File: src/design/utf8_pkg.sv
// Package for the UTF-8 stream decoder: command type between front and back, byte patterns.
package utf8_pkg;

  localparam int unsigned CpWidth    = 21;
  localparam int unsigned QueueDepth = 4;
  localparam int unsigned QueueAw    = $clog2(QueueDepth);

  // Lead and continuation patterns
  localparam logic [7:0] ContMask  = 8'hC0;
  localparam logic [7:0] ContPat   = 8'h80;
  localparam logic [7:0] Lead2Mask = 8'hE0;
  localparam logic [7:0] Lead2Pat  = 8'hC0;
  localparam logic [7:0] Lead3Mask = 8'hF0;
  localparam logic [7:0] Lead3Pat  = 8'hE0;
  localparam logic [7:0] Lead4Mask = 8'hF8;
  localparam logic [7:0] Lead4Pat  = 8'hF0;

  // One command: n_err error results, then optionally one tail result
  typedef struct packed {
    logic [1:0]         n_err;
    logic               has_tail;
    logic               tail_err;
    logic [CpWidth-1:0] cp;
  } cmd_t;

endpackage

File: src/design/utf8_front.sv
// Front part: takes each byte, tracks the pending sequence and issues result commands.
module utf8_front (
  input  logic                clk_i,
  input  logic                rst_ni,
  input  logic                in_valid_i,
  input  logic [7:0]          in_byte_i,
  output logic                cmd_valid_o,
  output utf8_pkg::cmd_t      cmd_o
);
  import utf8_pkg::*;

  logic [1:0]         exp_q, exp_d;
  logic [1:0]         taken_q, taken_d;
  logic [CpWidth-1:0] acc_q, acc_d;
  logic               is_cont;
  logic [CpWidth-1:0] acc_shift;
  cmd_t               cmd;

  assign is_cont   = (in_byte_i & ContMask) == ContPat;
  assign acc_shift = {acc_q[CpWidth-7:0], in_byte_i[5:0]};

  always_comb begin
    exp_d        = exp_q;
    taken_d      = taken_q;
    acc_d        = acc_q;
    cmd.n_err    = 2'd0;
    cmd.has_tail = 1'b0;
    cmd.tail_err = 1'b0;
    cmd.cp       = '0;
    if (exp_q != 2'd0 && is_cont) begin
      acc_d   = acc_shift;
      exp_d   = exp_q - 2'd1;
      taken_d = taken_q + 2'd1;
      if (exp_q == 2'd1) begin
        cmd.has_tail = 1'b1;
        cmd.cp       = acc_shift;
        taken_d      = 2'd0;
        acc_d        = '0;
      end
    end else begin
      // no continuation pending, or one missing: reject every byte taken, then treat as lead
      cmd.n_err = (exp_q != 2'd0) ? taken_q : 2'd0;
      exp_d     = 2'd0;
      taken_d   = 2'd0;
      acc_d     = '0;
      priority if (!in_byte_i[7]) begin
        cmd.has_tail = 1'b1;
        cmd.cp       = {{(CpWidth-8){1'b0}}, in_byte_i};
      end else if ((in_byte_i & Lead2Mask) == Lead2Pat) begin
        acc_d   = {{(CpWidth-5){1'b0}}, in_byte_i[4:0]};
        exp_d   = 2'd1;
        taken_d = 2'd1;
      end else if ((in_byte_i & Lead3Mask) == Lead3Pat) begin
        acc_d   = {{(CpWidth-4){1'b0}}, in_byte_i[3:0]};
        exp_d   = 2'd2;
        taken_d = 2'd1;
      end else if ((in_byte_i & Lead4Mask) == Lead4Pat) begin
        acc_d   = {{(CpWidth-3){1'b0}}, in_byte_i[2:0]};
        exp_d   = 2'd3;
        taken_d = 2'd1;
      end else begin
        cmd.has_tail = 1'b1;
        cmd.tail_err = 1'b1;
      end
    end
  end

  assign cmd_valid_o = in_valid_i && (cmd.n_err != 2'd0 || cmd.has_tail);
  assign cmd_o       = cmd;

  always_ff @(posedge clk_i or negedge rst_ni) begin
    if (!rst_ni) begin
      exp_q   <= 2'd0;
      taken_q <= 2'd0;
      acc_q   <= '0;
    end else if (in_valid_i) begin
      exp_q   <= exp_d;
      taken_q <= taken_d;
      acc_q   <= acc_d;
    end
  end

  // a pending sequence always has its lead counted
  assert property (@(posedge clk_i) disable iff (!rst_ni)
    (exp_q != 2'd0) |-> (taken_q != 2'd0))
    else $error("pending sequence with no byte taken");
  assert property (@(posedge clk_i) disable iff (!rst_ni)
    (exp_q == 2'd0) |-> (taken_q == 2'd0))
    else $error("bytes taken with no sequence pending");
  assert property (@(posedge clk_i) disable iff (!rst_ni)
    (exp_q != 2'd0) |-> ({1'b0, exp_q} + {1'b0, taken_q} <= 3'd4))
    else $error("sequence longer than four bytes");

endmodule

File: src/design/utf8_queue.sv
// Short command queue between front and back.
module utf8_queue (
  input  logic           clk_i,
  input  logic           rst_ni,
  input  logic           wr_i,
  input  utf8_pkg::cmd_t wr_data_i,
  output logic           full_o,
  input  logic           rd_i,
  output logic           rd_valid_o,
  output utf8_pkg::cmd_t rd_data_o
);
  import utf8_pkg::*;

  cmd_t               mem_q [QueueDepth];
  logic [QueueAw-1:0] wr_ptr_q, rd_ptr_q;
  logic [QueueAw:0]   count_q, count_d;

  assign full_o     = count_q == (QueueAw+1)'(QueueDepth);
  assign rd_valid_o = count_q != '0;
  assign rd_data_o  = mem_q[rd_ptr_q];

  always_comb begin
    count_d = count_q;
    unique case ({wr_i, rd_i})
      2'b10:   count_d = count_q + (QueueAw+1)'(1);
      2'b01:   count_d = count_q - (QueueAw+1)'(1);
      default: count_d = count_q;
    endcase
  end

  always_ff @(posedge clk_i or negedge rst_ni) begin
    if (!rst_ni) begin
      wr_ptr_q <= '0;
      rd_ptr_q <= '0;
      count_q  <= '0;
    end else begin
      if (wr_i) wr_ptr_q <= wr_ptr_q + QueueAw'(1);
      if (rd_i) rd_ptr_q <= rd_ptr_q + QueueAw'(1);
      count_q <= count_d;
    end
  end

  always_ff @(posedge clk_i) begin
    if (wr_i) begin
      mem_q[wr_ptr_q] <= wr_data_i;
    end
  end

  assert property (@(posedge clk_i) disable iff (!rst_ni) wr_i |-> !full_o)
    else $error("queue written while full");
  assert property (@(posedge clk_i) disable iff (!rst_ni) rd_i |-> rd_valid_o)
    else $error("queue read while empty");
  assert property (@(posedge clk_i) disable iff (!rst_ni)
    count_q <= (QueueAw+1)'(QueueDepth))
    else $error("queue count overrun");

endmodule

File: src/design/utf8_back.sv
// Back part: expands each command into result items held in the output register.
module utf8_back (
  input  logic                         clk_i,
  input  logic                         rst_ni,
  input  logic                         cmd_valid_i,
  input  utf8_pkg::cmd_t               cmd_i,
  output logic                         cmd_take_o,
  output logic                         empty_o,
  input  logic                         pop_i,
  output logic [utf8_pkg::CpWidth-1:0] code_point_o,
  output logic                         is_error_o,
  output logic                         last_o
);
  import utf8_pkg::*;

  logic busy_q;
  cmd_t cur_q;
  logic popped;
  logic final_res;
  logic load;

  assign popped    = pop_i && busy_q;
  // final result of the current command
  assign final_res = (cur_q.n_err == 2'd0) || (cur_q.n_err == 2'd1 && !cur_q.has_tail);
  assign load      = !busy_q || (popped && final_res);
  assign cmd_take_o = load && cmd_valid_i;

  assign empty_o      = !busy_q;
  assign code_point_o = (cur_q.n_err != 2'd0) ? '0 : cur_q.cp;
  assign is_error_o   = (cur_q.n_err != 2'd0) ? 1'b1 : cur_q.tail_err;
  assign last_o       = final_res;

  always_ff @(posedge clk_i or negedge rst_ni) begin
    if (!rst_ni) begin
      busy_q <= 1'b0;
    end else if (load) begin
      busy_q <= cmd_valid_i;
    end
  end

  always_ff @(posedge clk_i) begin
    if (cmd_take_o) begin
      cur_q <= cmd_i;
    end else if (popped && !final_res) begin
      cur_q.n_err <= cur_q.n_err - 2'd1;
    end
  end

  assert property (@(posedge clk_i) disable iff (!rst_ni)
    busy_q |-> (cur_q.n_err != 2'd0 || cur_q.has_tail))
    else $error("held command carries no result");
  assert property (@(posedge clk_i) disable iff (!rst_ni)
    (popped && !final_res) |=> !empty_o)
    else $error("command dropped before its last result");
  assert property (@(posedge clk_i) disable iff (!rst_ni)
    (!empty_o && !last_o) |-> is_error_o)
    else $error("non-final result that is not an error");

endmodule

File: src/design/utf8_stream_decoder.sv
// Top level of the UTF-8 stream decoder: front, command queue and back.
//
//   channel  | handshake          | payload
//   ---------+--------------------+-------------------------------------
//   bytes in | push / full        | in_byte_i[7:0]
//   results  | empty / pop        | code_point_o[20:0], is_error_o, last_o
//
// A byte is taken when push meets !full; its results (zero to four) leave the back
// one per cycle while pop is held. Plain text thus runs at one item per cycle;
// a missing continuation gives up to four results, absorbed by the four-entry queue.
// Reset clears sequence state, queue count and busy flag, not cur_q; no clearing pass.
// full follows the queue alone, so bytes are taken while a result waits to be popped.
module utf8_stream_decoder (
  input  logic                         clk_i,
  input  logic                         rst_ni,
  input  logic                         push,
  output logic                         full,
  input  logic [7:0]                   in_byte_i,
  output logic                         empty,
  input  logic                         pop,
  output logic [utf8_pkg::CpWidth-1:0] code_point_o,
  output logic                         is_error_o,
  output logic                         last_o
);
  import utf8_pkg::*;

  logic in_valid;
  logic cmd_valid;
  cmd_t cmd;
  logic q_valid;
  cmd_t q_data;
  logic q_take;

  assign in_valid = push && !full;

  utf8_front u_front (
    .clk_i       (clk_i),
    .rst_ni      (rst_ni),
    .in_valid_i  (in_valid),
    .in_byte_i   (in_byte_i),
    .cmd_valid_o (cmd_valid),
    .cmd_o       (cmd)
  );

  utf8_queue u_queue (
    .clk_i      (clk_i),
    .rst_ni     (rst_ni),
    .wr_i       (cmd_valid),
    .wr_data_i  (cmd),
    .full_o     (full),
    .rd_i       (q_take),
    .rd_valid_o (q_valid),
    .rd_data_o  (q_data)
  );

  utf8_back u_back (
    .clk_i        (clk_i),
    .rst_ni       (rst_ni),
    .cmd_valid_i  (q_valid),
    .cmd_i        (q_data),
    .cmd_take_o   (q_take),
    .empty_o      (empty),
    .pop_i        (pop),
    .code_point_o (code_point_o),
    .is_error_o   (is_error_o),
    .last_o       (last_o)
  );

endmodule
File: config.mk
export PLATFORM = sky130hd
export DESIGN_NAME = utf8_stream_decoder
export DESIGN_NICKNAME = d
export VERILOG_FILES = /design/src/design/utf8_pkg.sv /design/src/design/utf8_front.sv /design/src/design/utf8_queue.sv /design/src/design/utf8_back.sv /design/src/design/utf8_stream_decoder.sv
export SDC_FILE = /design/constraint.sdc
export NUM_CORES = 1
export LEC_CHECK = 0
export BUFFER_PORTS_ARGS = -buffer_cell sky130_fd_sc_hd__buf_4
export CORE_ASPECT_RATIO = 0.8
export CORE_MARGIN = 1
export CORE_UTILIZATION = 60
export CTS_BUF_LIST = sky130_fd_sc_hd__clkbuf_16
export CTS_CLUSTER_DIAMETER = 200
export DETAILED_ROUTE_END_ITERATION = 6
export GPL_TIMING_DRIVEN = 1
export PLACE_DENSITY_LB_ADDON = 0.2
export SETUP_SLACK_MARGIN = 0.05
export SLEW_MARGIN = 20
export SYNTH_ARGS = -nofsm -noshare
export SYNTH_HDL_FRONTEND = slang
export SYNTH_SLANG_ARGS = --single-unit
File: constraint.sdc
create_clock -name clk_i -period 6.35 [get_ports clk_i]
set_clock_uncertainty 0.2 [all_clocks]
set_input_delay 1.27 -clock clk_i [delete_from_list [all_inputs] [get_ports clk_i]]
set_output_delay 1.27 -clock clk_i [all_outputs]
set_load 0.03 [all_outputs]
After elaboration in Yosys (flattened, before gate mapping)
Memory sizes are Yosys's and may differ from the RTL's.
Cells that the tools add are included.
{"block": "word_totals", "n_memories": 1, "ramBits": 100, "inputBits": 12, "reg_bits": 52, "word_cells": 87, "out_inout_bits": 25}
{"block": "classes", "n_mux": 37, "n_eq_ne": 9, "n_reduce_logical": 22, "n_addsub": 7}
{"memory": "u_queue.mem_q", "depth": 4, "width": 25, "rd": 1, "rd_clocked_by_memory_dff": 0, "write_ports": 1, "line_no": "utf8_queue.sv:14", "text": "cmd_t mem_q [QueueDepth];"}
{"op": "$mux W15", "n": 5}
{"op": "$mux W21", "n": 3}
{"op": "$mux W2", "n": 17}
{"op": "$reduce_bool A2 Y1", "n": 5}
{"op": "$mux W1", "n": 9}
{"op": "$logic_and A1 B1 Y1", "n": 8}
{"op": "$mux W7", "n": 1}
{"op": "$add A2 B1 Y2 const B", "n": 3}
{"op": "$eq A2 B1 Y1 const B", "n": 3}
{"op": "$eq A3 B3 Y1 const B", "n": 2}
{"op": "$pmux W3 S2", "n": 1}
{"op": "$eq A5 B5 Y1 const B", "n": 1}
{"op": "$eq A2 B2 Y1 const B", "n": 2}
{"op": "$eq A4 B4 Y1 const B", "n": 1}
{"op": "$logic_not A1 Y1", "n": 4}
{"op": "$sub A2 B1 Y2 const B", "n": 2}
{"op": "$add A3 B1 Y3 const B", "n": 1}
{"op": "$logic_or A1 B1 Y1", "n": 3}
{"op": "$mux W3", "n": 1}
{"op": "$reduce_bool A3 Y1", "n": 1}
{"op": "$sub A3 B1 Y3 const B", "n": 1}
{"op": "$logic_not A2 Y1", "n": 1}

Depth between registers and ports, before layout
{"block": "depth", "depth_word": 10, "depth_mapped": 12, "mapped_depth_nobuf": 12}

Modules after synthesis
Synthesis repeated with hierarchy kept, for this count alone.
{"block": "hier_totals", "hier_cells": 345, "area_unflattened_um2": 6214.7}
{"mod": "utf8_queue", "area_per_inst_um2": 4055.1, "instances": 1, "seq_area_each_um2": 3178.0, "cells_per_inst": 167}
{"mod": "utf8_front", "area_per_inst_um2": 1094.8, "instances": 1, "seq_area_each_um2": 475.5, "cells_per_inst": 111}
{"mod": "utf8_back", "area_per_inst_um2": 1051.0, "instances": 1, "seq_area_each_um2": 775.7, "cells_per_inst": 66}
{"mod": "utf8_stream_decoder", "area_per_inst_um2": 13.8, "instances": 1, "seq_area_each_um2": 0.0, "cells_per_inst": 1}

Worst setup path after synthesis
No wires, ideal clock.
{"block": "synth_path", "path_kind": "in2reg", "startpoint": "in pop", "endpoint": "reg u_queue.count_q[2]", "stages": 8, "path_slack_ps": 1999, "t_arrival_ps": 4072, "required_time_ps": 6071, "path_cell_list": "o21ai_0 a21oi_1 ha_1 inv_1 fa_1 xor2_1 nor2_1 xor2_1"}
{"block": "synth_between", "elab_chain_cells": 6}
{"item": "from (decl)", "line_no": "utf8_stream_decoder.sv:20", "text": "input logic pop,"}
{"item": "$logic_and A1 B1 Y1 *", "line_no": "utf8_back.sv:22", "text": "assign popped = pop_i && busy_q;"}
{"item": "$logic_and A1 B1 Y1 *", "line_no": "utf8_back.sv:25", "text": "assign load = !busy_q || (popped && final_res);"}
{"item": "$logic_or A1 B1 Y1 *", "line_no": "utf8_back.sv:25"}
{"item": "$logic_and A1 B1 Y1 *", "line_no": "utf8_back.sv:26", "text": "assign cmd_take_o = load && cmd_valid_i;"}
{"item": "named net q_take", "line_no": "utf8_stream_decoder.sv:32", "text": "logic q_take;"}
{"item": "$eq A2 B1 Y1 / $eq A2 B2 Y1 (equally long branches)", "line_no": "utf8_queue.sv:24", "text": "unique case ({wr_i, rd_i})"}
{"item": "$pmux W3 S2 / $reduce_bool A2 Y1 (equally long branches)"}
{"item": "to (signal assigned)", "line_no": "utf8_queue.sv:39", "text": "count_q <= count_d;"}
{"item": "to (decl)", "line_no": "utf8_queue.sv:16", "text": "logic [QueueAw:0] count_q, count_d;"}
Mark *: on every way through the listed nets, which the timed path passes. The rest lies on a longest branch.
A chain may end at the register's enable or synchronous reset.

Final worst setup path
{"block": "layout_path", "startpoint": "reg u_back.cur_q[23] in the netlist's numbering", "endpoint": "reg u_queue.count_q[2]"}
{"block": "layout_between", "elab_chain_cells": 8}
{"item": "from (decl)", "line_no": "utf8_back.sv:17", "text": "cmd_t cur_q;"}
{"item": "from (signal assigned)", "line_no": "utf8_back.sv:43", "text": "cur_q <= cmd_i;"}
{"item": "$eq A2 B1 Y1", "line_no": "utf8_back.sv:24", "text": "assign final_res = (cur_q.n_err == 2'd0) || (cur_q.n_err == 2'd1 && !cur_q.has_tail);"}
{"item": "$logic_and A1 B1 Y1", "line_no": "utf8_back.sv:24"}
{"item": "$logic_or A1 B1 Y1 *", "line_no": "utf8_back.sv:24"}
{"item": "$logic_and A1 B1 Y1 *", "line_no": "utf8_back.sv:25"}
{"item": "$logic_or A1 B1 Y1 *", "line_no": "utf8_back.sv:25"}
{"item": "$logic_and A1 B1 Y1 *", "line_no": "utf8_back.sv:26"}
{"item": "named net q_take", "line_no": "utf8_stream_decoder.sv:32"}
{"item": "$eq A2 B1 Y1 / $eq A2 B2 Y1 (equally long branches)", "line_no": "utf8_queue.sv:24"}
{"item": "$pmux W3 S2 / $reduce_bool A2 Y1 (equally long branches)"}
Marked as above.

==> out/metrics.yaml <==
root_buffer: "clkbuf_16"
die-area_sq_um: 10600
rows: 32
cp_slowest_stage_delay_ps: 660
htreeDepth: 4
power_density_nw_per_um2: 479
tightest_slew_ps: 771
synth_cell_type_count: 39
dr.pass1.iters: 4
core-area_sq_um: 9770
fill_cells: 612
finalSetupTns_ps: 0
drt_iter0_markers: 177
initial_core_util_pct: 62.6
antenna_found_initial: 0
fmaxAchievable_ghz: 0.283
clockBufferDepth: 2
hold_buffers: 0
hold_path_class: "reg -> reg"
crit_path_end_kind: "flop"
grt_overflow_total: 0
final_layout_size_suffix_gt1_share_pct: 25.2
drt-vias-per-instance: 5.62
critPathBufInv: 3
final_antenna_net_count: 0
crit_fanout: 27
post-dp-hpwl_microns: 6250
finalCritPeriodShare_pct: 55.7
cpLargestDelayFamily: "adder cells"
synth_top_family_by_area: "multiplexers"
min_period_ps: 3540
grt_pass1_vias: 3225
place_ws_ps: 2580
cts_resized: 0
crit_arrival_ps: 3680
slew_headroom_pct: 48.6
multiInputGateArea_sq_um: 1550
synth.yosys.seq_area_share_pct: 72.4
path_cells: "inv_1 > ha_1 > o21ai_0 > a21oi_2 > buf_4 > ha_1 > inv_1 > fa_1 > xor2_1 > nor2_1 > xor2_1"
io_buffers: 36
pin_count: 37
register_area_sq_um: 4430
synthCells: 352
yosysWarnings: 0
ir_worst_vdd_mv: 0.346
worstPathRequired_ps: 6490
num_vias: 3063
drc: 0
numCtsBuffers: 17
syn_area_per_cell_sq_um: 17.4
synth-compound-area-share_pct: 4.17
finalHoldViolCount: 0
area_growth_pct: 16.2
cp-start-kind: "flop"
n_antenna_cell: 0
synth-xor-area-share_pct: 0.859
clock_sinks: 152
synthesis.area_sq_um: 6120
cts_tree: "built"
syn-num-nets: 374
finalSetupViolCount: 0
wl_per_cell_microns: 19.7
critical_path_class: "reg -> reg"
grt_max_degree: 31
critPathSlowestCell: "ha_1"
muxShareOfSynthArea_pct: 9.96
die_w_microns: 115
slew_violations: 0
synth_seq_cells: 152
mostFrequentLayoutCell: "edfxtp_1"
synth_edf_count: 125
cap_violations: 0
clk_pin_slew_worst_paths_ps: 60
async_reset_ff_share_pct: 17.8
mostFrequentLayoutCells: "125 x edfxtp_1, 43 x and2_1, 39 x buf_4, 27 x dfrtp_1, 25 x mux4_2"
clk-insertion-delay-late_ps: 410
die_y_microns: 92.3
worst_slack_ps: 2810
finalWirelength_microns: 10700
rsz0062_at_grt: "no"
grt_pass1_wl_microns: 17100
ys.flop_type: "edfxtp_1"
synth-simple-area-share_pct: 8.14
grt_use_total_pct: 23.0
synth_fa_ha_area_share_pct: 2.17
p_leak_nw: 2.69
nets: 418
status: "complete, no violations"
postCtsSetupBuffers: 0
routabilityCongestion: 0.831
## final timing paths
kind                               startpoint                  end  slack (ps)  depth (start not counted)
max                          u_back.cur_q[23]   u_queue.count_q[2]        2810                         11
max in group asynchronous              rst_ni     u_front.exp_q[1]        5100                          1
min                        u_queue.count_q[2]   u_queue.count_q[2]         300                          1
min reg2reg                u_queue.count_q[2]   u_queue.count_q[2]         300                          1
max reg2reg                  u_back.cur_q[23]   u_queue.count_q[2]        2810                         11
min in group asynchronous              rst_ni  u_queue.rd_ptr_q[1]         570                          1
## final cells by class
cell class / instances / share of cell area [%]
sequential: 152 / 62.3
multi-input combinational: 168 / 21.9
clock buffer: 17 / 5.98
timing repair buffer: 39 / 4.12
tap: 136 / 2.39
clock inverter: 15 / 2.38
inverter: 18 / 0.951
## logic make-up (layout without fill, tap and decap cells)
| logic type | Yosys count | in the layout |
|---|---|---|
| compound gates | 36 | 36 |
| buf+inv | 32 | 89 |
| fa+ha+maj | 10 | 10 |
| xor+xnor | 6 | 6 |
| simple gates | 87 | 87 |
| flops | 152 | 152 |
| mux | 29 | 29 |
## where the power goes
group	total, mW	switching (mW)	internal, mW
clock	1.01	0.362	0.645
combinational	0.950	0.563	0.387
sequential	1.45	0.0744	1.37
## synth_stat cells, types with 2 or more instances
cell	number	area [sq um]
nand2_1	16	60.1
and3_1	2	12.5
and2_2	4	30.0
edfxtp_1	125	3750
a22o_1	10	87.6
xor2_1	3	26.3
xnor2_1	3	26.3
and2_1	43	269
or3b_2	2	17.5
nor2_1	8	30.0
nand2b_1	3	18.8
mux2i_1	2	20.0
a21oi_1	7	35.0
inv_1	18	67.6
nor3_1	3	15.0
a211oi_1	2	15.0
dfrtp_1	27	676
ha_1	9	113
buf_2	5	25.0
o21ai_0	12	60.1
mux4_2	25	563
clkbuf_1	6	22.5
## state kept, by name, indices dropped and copies added (netlist names)
signal	flops
u_queue.wr_ptr_q	2
u_back.cur_q	25
u_queue.count_q	3
u_front.acc_q	15
u_front.exp_q	2
u_back.busy_q	1
u_queue.mem_q	100
u_front.taken_q	2
u_queue.rd_ptr_q	2
## stage by stage
stage | std cells | utilization [%] | hold slack, ps | cell area (sq um) | power [mW]
finish | 545 | 72.8 | 296 | 7110 | 3.40
global route | 545 | 72.8 | 311 | 7110 | 3.56
CTS | 545 | 72.7 | 299 | 7110 | 3.43
detailed placement | 513 | 66.6 | 287 | 6510 | 2.42
global placement | 513 | 66.6 | 276 | 6510 | 2.38
floorplan | 352 | - | 256 | 6120 | 2.13
## metal layers
layer	global-route usage, %	up-vias	part of all wire, %
li1	-	1407	-
met1	30.8	1566	45
met2	36.9	83	50
met3	5.76	7	4.2
met4	8.77	0	0.76
met5	0	-	0
Power figures use the tool's default switching activity.
